## src/design/pgfn_pkg.sv

```systemverilog
// ----------------------------------------------------------------------------
// pgfn_pkg
// Shared types and constants of the geometric factor normaliser.
// ----------------------------------------------------------------------------
package pgfn_pkg;

  localparam int MAX_RING_DETECTORS = 1024;
  localparam int MAX_HALF_BLOCK     = 8;
  localparam int FACTOR_FRAC_BITS   = 16;

  localparam int COUNT_W  = 32;
  localparam int FACTOR_W = 24;
  localparam int DET_A_W  = 10;
  localparam int DET_B_W  = 11;
  localparam int MAG_W    = 12;   // |folded b|, at most 2047
  localparam int X_W      = 13;   // signed folded b

  localparam int CFG_W     = 11;
  localparam int CFG_IDX_W = 2;

  localparam logic [CFG_IDX_W-1:0] CFG_RING  = 2'd0;
  localparam logic [CFG_IDX_W-1:0] CFG_BLOCK = 2'd1;
  localparam logic [CFG_IDX_W-1:0] CFG_MODE  = 2'd2;

  localparam logic [10:0] RING_RESET  = 11'd1024;
  localparam logic [4:0]  BLOCK_RESET = 5'd8;
  localparam logic        MODE_RESET  = 1'b1;

  localparam logic CMD_LOAD = 1'b0;
  localparam logic CMD_NORM = 1'b1;
  localparam logic MODE_DIV = 1'b0;
  localparam logic MODE_MUL = 1'b1;

  localparam logic [1:0] ST_OK   = 2'd0;
  localparam logic [1:0] ST_ZERO = 2'd1;
  localparam logic [1:0] ST_OVF  = 2'd2;
  localparam logic [1:0] ST_DIV0 = 2'd3;

  typedef struct packed {
    logic        command;
    logic [9:0]  det_a;
    logic [10:0] det_b;
    logic [31:0] count_value;
    logic [2:0]  factor_row;
    logic [9:0]  factor_col;
    logic [23:0] factor_value;
  } in_t;

  typedef struct packed {
    logic [31:0] result_value;
    logic [1:0]  status;
  } out_t;

  // control leaving the fold pipe toward the table port
  typedef struct packed {
    logic valid;
    logic we;
    logic is_load;
    logic zero;
  } fold_ctl_t;

  // one slot of the divide pipe; num shifts out dividend bits, quotient in
  typedef struct packed {
    logic                valid;
    logic                use_div;
    logic [COUNT_W-1:0]  res;
    logic [1:0]          status;
    logic [COUNT_W-1:0]  num;
    logic [FACTOR_W-1:0] rem;
    logic [FACTOR_W-1:0] divisor;
  } div_item_t;

endpackage

```

## src/design/pgfn_fold.sv

```systemverilog
// ----------------------------------------------------------------------------
// pgfn_fold
// Eight-stage address pipe: a mod c, mirror fold, b mod ring, table address.
// ----------------------------------------------------------------------------
module pgfn_fold #(
  parameter int MAXR = pgfn_pkg::MAX_RING_DETECTORS,
  parameter int MAXH = pgfn_pkg::MAX_HALF_BLOCK
) (
  input  logic                                clk,
  input  logic                                rst_n,
  input  logic                                en,
  input  logic                                in_acc,
  input  pgfn_pkg::in_t                       in_item,
  input  logic [$clog2(MAXR+1)-1:0]           ring_n,
  input  logic [$clog2(2*MAXH+1)-1:0]         blk_c,
  output pgfn_pkg::fold_ctl_t                 ctl,
  output logic [$clog2(MAXH*MAXR)-1:0]        addr,
  output logic [pgfn_pkg::COUNT_W-1:0]        count,
  output logic [pgfn_pkg::FACTOR_W-1:0]       wdata
);

  localparam int NW  = $clog2(MAXR+1);
  localparam int CW  = $clog2(2*MAXH+1);
  localparam int AW  = $clog2(MAXH*MAXR);
  localparam int RW  = (MAXH > 1) ? $clog2(MAXH) : 1;
  localparam int NST = 8;

  typedef struct packed {
    logic                           valid;
    logic                           is_load;
    logic                           we;
    logic                           zero;
    logic [pgfn_pkg::DET_A_W-1:0]   a;
    logic [pgfn_pkg::DET_B_W-1:0]   b;
    logic [pgfn_pkg::COUNT_W-1:0]   count;
    logic [pgfn_pkg::FACTOR_W-1:0]  wdata;
    logic [AW-1:0]                  addr;
    logic [CW-1:0]                  fa;
    logic                           neg;
    logic [pgfn_pkg::MAG_W-1:0]     mag;
    logic [NW-1:0]                  r;
    logic [RW-1:0]                  row;
  } stage_t;

  stage_t st_r   [NST];
  stage_t st_nxt [NST];

  function automatic logic [CW-1:0] a_step(input logic [CW-1:0] r, input logic bit_i,
                                           input logic [CW-1:0] d);
    logic [CW:0] t;
    t = {r, bit_i};
    if (t >= {1'b0, d}) t = t - {1'b0, d};
    return t[CW-1:0];
  endfunction

  function automatic logic [NW-1:0] n_step(input logic [NW-1:0] r, input logic bit_i,
                                           input logic [NW-1:0] d);
    logic [NW:0] t;
    t = {r, bit_i};
    if (t >= {1'b0, d}) t = t - {1'b0, d};
    return t[NW-1:0];
  endfunction

  always_comb begin
    stage_t                            s;
    logic [31:0]                       ld_addr;
    logic [CW-1:0]                     cm1;
    logic signed [pgfn_pkg::X_W-1:0]   x;
    logic [NW-1:0]                     col;
    logic [31:0]                       rd_addr;

    // stage 0: capture, load address
    s          = '0;
    s.valid    = in_acc;
    s.is_load  = (in_item.command == pgfn_pkg::CMD_LOAD);
    s.zero     = (in_item.count_value == '0);
    s.a        = in_item.det_a;
    s.b        = in_item.det_b;
    s.count    = in_item.count_value;
    s.wdata    = in_item.factor_value;
    ld_addr    = 32'(in_item.factor_row) * 32'(MAXR) + 32'(in_item.factor_col);
    s.addr     = AW'(ld_addr);
    s.we       = s.is_load && (32'(in_item.factor_row) < 32'(MAXH))
                           && (32'(in_item.factor_col) < 32'(MAXR));
    st_nxt[0]  = s;

    // stages 1-2: a mod c, five bits each
    s = st_r[0];
    for (int i = 0; i < 5; i++) s.fa = a_step(s.fa, s.a[9-i], blk_c);
    st_nxt[1] = s;
    s = st_r[1];
    for (int i = 0; i < 5; i++) s.fa = a_step(s.fa, s.a[4-i], blk_c);
    st_nxt[2] = s;

    // stage 3: shift b, mirror into the lower half-block
    s   = st_r[2];
    cm1 = blk_c - CW'(1);
    x   = $signed({2'b00, s.b}) - $signed({3'b000, s.a})
        + $signed(pgfn_pkg::X_W'(s.fa));
    if (s.fa > cm1 - s.fa) begin
      s.row = RW'(cm1 - s.fa);
      x     = $signed(pgfn_pkg::X_W'(cm1)) - x;
    end else begin
      s.row = RW'(s.fa);
    end
    s.neg = x[pgfn_pkg::X_W-1];
    s.mag = s.neg ? pgfn_pkg::MAG_W'(-x) : pgfn_pkg::MAG_W'(x);
    s.r   = '0;
    st_nxt[3] = s;

    // stages 4-6: |x| mod ring, four bits each
    for (int k = 4; k < 7; k++) begin
      s = st_r[k-1];
      for (int i = 0; i < 4; i++) s.r = n_step(s.r, s.mag[11-4*(k-4)-i], ring_n);
      st_nxt[k] = s;
    end

    // stage 7: true remainder, table address
    s   = st_r[6];
    col = (s.neg && (s.r != '0)) ? ring_n - s.r : s.r;
    rd_addr = 32'(s.row) * 32'(MAXR) + 32'(col);
    if (!s.is_load) s.addr = AW'(rd_addr);
    st_nxt[7] = s;
  end

  always_ff @(posedge clk) begin
    if (!rst_n) begin
      for (int k = 0; k < NST; k++) st_r[k].valid <= 1'b0;
    end else if (en) begin
      for (int k = 0; k < NST; k++) st_r[k] <= st_nxt[k];
    end
  end

  assign ctl.valid   = st_r[NST-1].valid;
  assign ctl.we      = st_r[NST-1].we;
  assign ctl.is_load = st_r[NST-1].is_load;
  assign ctl.zero    = st_r[NST-1].zero;
  assign addr        = st_r[NST-1].addr;
  assign count       = st_r[NST-1].count;
  assign wdata       = st_r[NST-1].wdata;

endmodule

```

## config.mk

```make
export PLATFORM = sky130hd
export DESIGN_NAME = pgfn_fold
export DESIGN_NICKNAME = d
export VERILOG_FILES = /design/src/design/pgfn_pkg.sv /design/src/design/pgfn_fold.sv
export SDC_FILE = /design/constraint.sdc
export NUM_CORES = 1
export LEC_CHECK = 0
export BUFFER_PORTS_ARGS = -buffer_cell sky130_fd_sc_hd__clkbuf_2
export CAP_MARGIN = 15
export CORE_MARGIN = 1.5
export CORE_UTILIZATION = 45
export CTS_BUF_LIST = sky130_fd_sc_hd__clkbuf_8
export CTS_CLUSTER_DIAMETER = 40
export DETAILED_ROUTE_END_ITERATION = 8
export SYNTH_ARGS = -nofsm -noshare
export SYNTH_HDL_FRONTEND = slang
export SYNTH_SLANG_ARGS = --single-unit
```

## constraint.sdc

```tcl
create_clock -name clk -period 43.2 [get_ports clk]
set_clock_uncertainty 0.2 [all_clocks]
set_input_delay 8.64 -clock clk [delete_from_list [all_inputs] [get_ports clk]]
set_output_delay 8.64 -clock clk [all_outputs]
set_load 0.05 [all_outputs]
```

==> results of run 1 <==
[cells by family after synthesis]
| kind of cell | share of synthesized area [%] |
|---|---|
| flip-flops | 63.89 |
| AND/OR/NAND/NOR | 7.381 |
| AO/OA/AOI/OAI | 9.591 |
| buffers and inverters | 4.302 |
| adder cells (fa/ha/maj) | 9.380 |
| XOR/XNOR | 3.178 |
| multiplexers | 2.273 |
[worst min path at each step]
stage / from / endpoint / slack, ps
after floorplan: st_r[0][32] / st_r[0][158] / 200
after global placement: st_r[1][122] / st_r[1][248] / 200
after detailed placement: st_r[0][71] / st_r[0][197] / 200
after CTS: st_r[0][444] / st_r[1][66] / 170
after global routing: st_r[0][314] / st_r[0][440] / 170
final: st_r[0][314] / st_r[0][440] / 180
[metrics by stage]
stage / setup slack [ps] / hold WS [ps] / util, %
floorplan: 16810 / 200.3 / -
global placement: 23650 / 200.1 / 47.68
detailed placement: 23500 / 204.5 / 47.68
CTS: 24240 / 168.0 / 50.91
global route: 22920 / 168.5 / 50.92
finish: 24170 / 177.0 / 50.92
[layout by cell type, fill, tap and decap left out, types with 29 or more instances in the layout]
cell type | Yosys | layout
a21o_1 | 50 | 50
a21oi_1 | 120 | 120
clkbuf_2 | 0 | 183
clkbuf_8 | 0 | 121
edfxtp_1 | 717 | 717
ha_1 | 213 | 213
inv_1 | 209 | 242
mux2_2 | 32 | 32
mux2i_1 | 30 | 30
nand2_1 | 122 | 122
nand2b_1 | 29 | 29
nand4_1 | 33 | 33
nor2_1 | 138 | 138
nor2b_1 | 48 | 48
nor3_1 | 43 | 43
o21ai_0 | 114 | 114
xnor2_1 | 77 | 77
xor2_1 | 44 | 44
[cell type report]
cell class,count,share of cell area [%]
sequential,722,57.06
multi-input combinational,1429,28.41
clock buffer,121,4.393
tap,969,3.198
timing repair buffer,204,2.898
inverter,209,2.069
clock inverter,92,1.954
antenna,2,0.01320
[critical path, delay by kind of cell]
kind                     cells  cell delay [ps]
AO/OA/AOI/OAI               30             6140
multiplexers                 2              560
buffers and inverters        5             1060
AND/OR/NAND/NOR              5             1080
adder cells (fa/ha/maj)      5             1750
[layer usage]
layer | vias up | GRT usage (%)
li1 | 9633 | -
met1 | 9282 | 22.51
met2 | 511 | 27.97
met3 | 154 | 3.765
met4 | 6 | 6.171
met5 | - | 0
==> impl_metrics.yaml, run 1 <==
yosys:
  synthArstFlopShare_pct: 0
  synth_seq_cells: 722
  synth_top_area_cell: "edfxtp_1"
  synth_most_common_cell: "edfxtp_1"
  synthTopCellsByCount: "717 x edfxtp_1, 213 x ha_1, 209 x inv_1"
  synth_fp_nets: 2811
  synth_flop_cell: "edfxtp_1"
  synth_edf_count: 717
  synthDistinctLibCells: 86
  synth.top_cells.by_area: "edfxtp_1 64%, ha_1 7.9%, inv_1 2.3%"
  synthCells: 2462
  ys_seq_area_share_pct: 63.89
  avgSynthCellArea_um2: 13.75
  netlist_area_um2: 33850
  synth_top_cell_area_share_pct: 63.60
  synth_warnings: 0
timing:
  drv_slew: 0
  fin_crit_sh_pct: 44.05
  setup_viol: 0
  min_period_ps: 19030
  worst_slew_pin_slew_ps: 1200
  setup_tns_ps: 0
  rsz0062_at_grt: "false"
  hold_viol: 0
  max-slew-margin-rel_pct: 19.98
  fmax_mhz: 52.55
detailed_routing:
  dr.pass1.iters: 5
  wl_met2_mm: 31.18
  drt-met1-wl_mm: 29.46
  wl_mm: 66.26
  ant_nets: 0
  avgRoutedWirePerCell_um: 17.68
  via_count: 19590
  routed_via_density: 5.226
  drc: 0
  top_layer_used: "met5"
  first_iter_violations: 1379
  wl_met3_mm: 3.575
worst_setup_path:
  cpMaxStageDelayCell: "a211oi_1"
  worstSetupStartpoint: "ring_n[0]"
  reg2reg_from: "st_r[1][21]"
  ff2ff_path_depth: 47
  cpPeakStageDelay_ps: 520
  criticalPathCategory: "input port to register"
  crit_required_ps: 43430
  timing.rr.end: "st_r[1][139]"
  r2r_slack_ps: 32060
  crit_end: "st_r[1][139]"
  critPathMaxFanout: 20
  crit_top_cell: "a21oi_1"
  cp.arrival_ps: 19260
  critPathLaunchType: "input port"
  crit_path_end_kind: "register"
clock_network:
  numCtsBuffers: 121
  clockBufferDepth: 3
  cts_resized: 0
  clk_latency_ps: 750
  root_buffer: "clkbuf_8"
  post_cts_buffers: 0
  clk_pin_slew_ps: 60
  clkSinkCount: 722
  cts_max_level: 3
  cts_hold_buffers: 0
  cts_tree: "yes"
placed_design:
  io_buffers: 183
  dp.cells: 3533
  place_area_um2: 35500
  dp_hpwl_mm: 46.10
  gp_congestion: 0.8871
floorplan:
  dieArea_um2: 76880
  core-area_um2: 74450
  io_pins: 184
  die_x_um: 277.3
  die_h_um: 277.3
  start_util_pct: 45.47
  rows: 100
min_path:
  min_path_cells: 0
  min_path_type: "register to register"
final_layout:
  top_register: "st_r"
  final_cells: 3748
  fillers: 6324
  largestRegisters: "st_r: 722 flops"
  area.growth.synth_to_final_pct: 11.98
  drive_above_1_share_pct: 14.98
  multi_input_area_um2: 10770
  finish.instance_area_um2: 37910
  fin_nets: 3036
  largest_reg_flops: 722
  regArea_um2: 21630
grt:
  grt_pass1_wl_mm: 104.0
  track_usage_pct: 17.13
  antenna_found_initial: 6
  overflow: 0
  grt_pass1_vias: 19630
  grt_max_degree: 199
outcome:
  status: "complete, no violations"
run:
  drv_cap: 0
Power of run 1 is left out: the tool's default activity adds up to more than one toggle a clock period on the data nets, which glitch-free logic cannot reach.
==> run 2, diff against run 1 <==
==> constraint.sdc (replaced) <==
create_clock -name clk -period 19.3 [get_ports clk]
set_clock_uncertainty 0.2 [all_clocks]
set_input_delay 3.86 -clock clk [delete_from_list [all_inputs] [get_ports clk]]
set_output_delay 3.86 -clock clk [all_outputs]
set_load 0.05 [all_outputs]
==> run 2 against run 1 <==
Flip-flop and latch count stayed put. Sequential share of layout area is 0.18 points lower. Non-clock buffer count unchanged. Clock-buffer cell count grew 1. Die area did not move. Largest cell class unchanged. Highest routed layer unchanged.
==> impl_metrics.yaml, run 2 (synthesis results as in run 1) <==
clock_network:
  cts_tree: "yes"
  numCtsBuffers: 120
  clk_latency_ps: 750
  root_buffer: "clkbuf_8"
  cts_resized: 0
  clkSinkCount: 722
  cts_hold_buffers: 0
  post_cts_buffers: 0
  clk_pin_slew_ps: 60
  cts_max_level: 3
  clockBufferDepth: 3
worst_setup_path:
  critPathMaxFanout: 20
  crit_top_cell: "a21oi_1"
  criticalPathCategory: "input port to register"
  cpMaxStageDelayCell: "nor2_1"
  cpPeakStageDelay_ps: 710
  crit_required_ps: 19510
  cp.arrival_ps: 14990
  critPathLaunchType: "input port"
  crit_path_end_kind: "register"
floorplan:
  start_util_pct: 45.47
  rows: 100
  dieArea_um2: 76880
  io_pins: 184
  die_h_um: 277.3
  core-area_um2: 74450
  die_x_um: 277.3
detailed_routing:
  dr.pass1.iters: 7
  wl_mm: 66.25
  first_iter_violations: 1195
  routed_via_density: 5.205
  via_count: 19570
  avgRoutedWirePerCell_um: 17.62
  ant_nets: 0
  drc: 0
timing:
  setup_tns_ps: 0
  drv_slew: 0
  finalHoldWorstSlack_ps: 162.9
  worst_slew_pin_slew_ps: 1130
  max-slew-margin-rel_pct: 24.65
  min_period_ps: 14780
  rsz0062_at_grt: "false"
  fin_crit_sh_pct: 76.59
  hold_viol: 0
  setup_viol: 0
  fmax_mhz: 67.65
run:
  drv_cap: 0
final_layout:
  layout_common_cells: "717 x edfxtp_1, 241 x inv_1, 213 x ha_1, 183 x clkbuf_2, 138 x nor2_1"
  fin_nets: 3035
  final_cells: 3760
  largest_reg_flops: 722
  top_register: "st_r"
  final_common_cell: "edfxtp_1"
  fillers: 6328
  area.growth.synth_to_final_pct: 12.33
  finish.instance_area_um2: 38030
  largestRegisters: "st_r: 722 flops"
  drive_above_1_share_pct: 15.27
grt:
  overflow: 0
  grt_pass1_vias: 19790
  grt_pass1_wl_mm: 103.8
  track_usage_pct: 17.12
  antenna_found_initial: 6
  grt_max_degree: 195
placed_design:
  dp_hpwl_mm: 45.78
  gp_congestion: 0.9159
  dp.cells: 3532
  io_buffers: 183
  place_area_um2: 35490
min_path:
  min_path_type: "register to register"
outcome:
  status: "complete, no violations"
==> run 2: cell count changes in the layout (fill, tap and decap cells not counted), sizes merged <==
cell,delta
bufinv,+1
clkinvlp,+4
clkbuf,+1
clkinv,+6
==> run 2: final timing paths <==
path | endpoint | from | depth (start not counted) | slack [ps]
hold reg to reg | st_r[1][185] | st_r[1][59] | 0 | 160
setup / recovery | st_r[1][138] | ring_n[5] | 47 | 4520
hold / removal | st_r[1][185] | st_r[1][59] | 0 | 160
setup reg to reg | st_r[1][138] | st_r[1][7] | 44 | 7660
==> run 2: final cells by class <==
class,instances,area (µm²),share of cell area (%)
clock inverter,103,844.6,2.221
clock buffer,122,1679,4.416
multi-input combinational,1429,10770,28.33
sequential,722,21630,56.88
tap,969,1212,3.188
timing repair buffer,204,1099,2.889
inverter,209,784.5,2.063
antenna,2,5.005,0.01316
==> run 2: worst max-delay path, delay by kind of cell <==
family | cells | cell delay, ps
buffers and inverters | 6 | 980
multiplexers | 1 | 340
adder cells (fa/ha/maj) | 4 | 1530
AND/OR/NAND/NOR | 5 | 1580
AO/OA/AOI/OAI | 31 | 6670
==> run 2: through the flow <==
stage | util (%) | setup slack, ps
after global routing | 51.08 | 3522
final | 51.08 | 4518
after detailed placement | 47.67 | 4026
after global placement | 47.67 | 4278
after CTS | 51.06 | 4667
after floorplan | - | 5714
==> run 2: routing by layer <==
layer  wire length (µm)  vias up  share of wire (%)  GRT usage [%]
met2              31130      461                 47          27.89
li1                   -     9614                  -              -
met3               3619      154                5.5          3.841
met4               2281        8                3.4          7.354
met5                 52        -              0.078              0
met1              29160     9334                 44          22.01
Power of run 2 is left out for the same reason.
==> run 3, diff against run 2 <==
==> constraint.sdc (replaced) <==
create_clock -name clk -period 15.34 [get_ports clk]
set_clock_uncertainty 0.2 [all_clocks]
set_input_delay 3.068 -clock clk [delete_from_list [all_inputs] [get_ports clk]]
set_output_delay 3.068 -clock clk [all_outputs]
set_load 0.05 [all_outputs]
==> run 3 against run 2 <==
Worst setup slack got worse by 2200 ps. First-iteration DRC count increased by 11%. Sequential share of layout area is 0.14 points lower. Non-clock buffer count is 5 higher. Worst hold slack improved by 11 ps. Via count fell by 0.31%. Register-to-register slack got worse by 3200 ps. Final cell count rose by 0.13%. Die area is the same. Critical path type unchanged. Critical endpoint unchanged.
==> impl_metrics.yaml, run 3 (synthesis results as in run 1) <==
worst_setup_path:
  critPathLaunchType: "input port"
  crit_path_end_kind: "register"
  criticalPathCategory: "input port to register"
  crit_top_cell: "a21oi_1"
  crit_required_ps: 15580
  cp.arrival_ps: 13230
  cpPeakStageDelay_ps: 580
  critPathMaxFanout: 15
  cpMaxStageDelayCell: "a211oi_1"
floorplan:
  die_x_um: 277.3
  rows: 100
  core-area_um2: 74450
  dieArea_um2: 76880
  die_h_um: 277.3
  io_pins: 184
  start_util_pct: 45.47
placed_design:
  gp_congestion: 0.8599
  io_buffers: 183
  dp_hpwl_mm: 46.76
final_layout:
  fillers: 6294
  area.growth.synth_to_final_pct: 12.60
  largestRegisters: "st_r: 722 flops"
  largest_reg_flops: 722
  top_register: "st_r"
  fin_nets: 3039
  layout_common_cells: "717 x edfxtp_1, 231 x inv_1, 213 x ha_1, 183 x clkbuf_2, 138 x nor2_1"
  drive_above_1_share_pct: 15.78
  final_common_cell: "edfxtp_1"
clock_network:
  cts_resized: 0
  cts_hold_buffers: 0
  clockBufferDepth: 3
  cts_max_level: 3
  cts_tree: "yes"
  clk_latency_ps: 770
  clk_pin_slew_ps: 60
  numCtsBuffers: 119
  root_buffer: "clkbuf_8"
  clkSinkCount: 722
  post_cts_buffers: 0
timing:
  worst_slew_pin_slew_ps: 1077
  rsz0062_at_grt: "false"
  setup_viol: 0
  fin_crit_sh_pct: 84.71
  drv_slew: 0
  hold_viol: 0
  setup_tns_ps: 0
  fmax_mhz: 76.96
  min_period_ps: 12990
  max-slew-margin-rel_pct: 27.27
detailed_routing:
  ant_nets: 0
  routed_via_density: 5.182
  wl_mm: 66.51
  drc: 0
  via_count: 19510
  avgRoutedWirePerCell_um: 17.66
  first_iter_violations: 1327
  dr.pass1.iters: 5
grt:
  grt_pass1_vias: 19520
  track_usage_pct: 17.22
  grt_max_degree: 203
  antenna_found_initial: 7
  grt_pass1_wl_mm: 104.2
  overflow: 0
min_path:
  min_path_type: "register to register"
outcome:
  status: "complete, no violations"
run:
  drv_cap: 0
run 3: cell types whose count changed in the layout (fill, tap and decap cells not counted), sizes merged:
cell and change:
clkinv +11, inv -8, buf +5, clkinvlp -5, clkbuf +2, bufinv +1, diode -1
run 3: layout make-up:
cell class | instances | area (µm²) | area share, %
Antenna cell | 1 | 2.502 | 0.006565
Clock inverter | 102 | 874.6 | 2.294
Sequential cell | 722 | 21630 | 56.75
Tap cell | 969 | 1212 | 3.181
Clock buffer | 124 | 1707 | 4.477
Multi-Input combinational cell | 1429 | 10770 | 28.26
Timing Repair Buffer | 209 | 1136 | 2.980
Inverter | 209 | 784.5 | 2.058
run 3: final timing paths:
kind                              startpoint  depth (start not counted)  slack (ps)      endpoint
worst max-delay path               ring_n[1]                         43        2350  st_r[1][138]
worst min-delay path            st_r[0][182]                          0         170  st_r[0][308]
worst max register to register   st_r[1][21]                         44        4500  st_r[1][138]
worst min register to register  st_r[0][182]                          0         170  st_r[0][308]
run 3: worst max-delay path: cells and delay by family:
kind	cells	cell delay [ps]
AO/OA/AOI/OAI	30	6710
adder cells (fa/ha/maj)	4	1530
AND/OR/NAND/NOR	4	680
buffers and inverters	3	620
multiplexers	2	600
run 3: routing by layer:
layer / wire [µm] / GRT usage [%] / part of all wire, % / vias to the layer above
met2: 31340 / 28.24 / 47 / 411
met5: 68 / 0 / 0.10 / -
met4: 2146 / 6.988 / 3.2 / 10
met3: 3179 / 3.900 / 4.8 / 148
li1: - / - / - / 9633
met1: 29770 / 22.13 / 45 / 9309
run 3: per-stage QoR:
step	setup WS [ps]	cell area (µm²)	std cells	utilization [%]	hold slack, ps
CTS	2497	38120	3764	51.20	160.4
detailed placement	1750	35540	3538	47.73	204.5
global route	1369	38120	3765	51.20	170.7
global placement	1889	35540	3538	47.73	200.1
floorplan	2546	33860	2462	-	200.3
finish	2346	38120	3765	51.20	174.4
Power of run 3 is left out for the same reason.
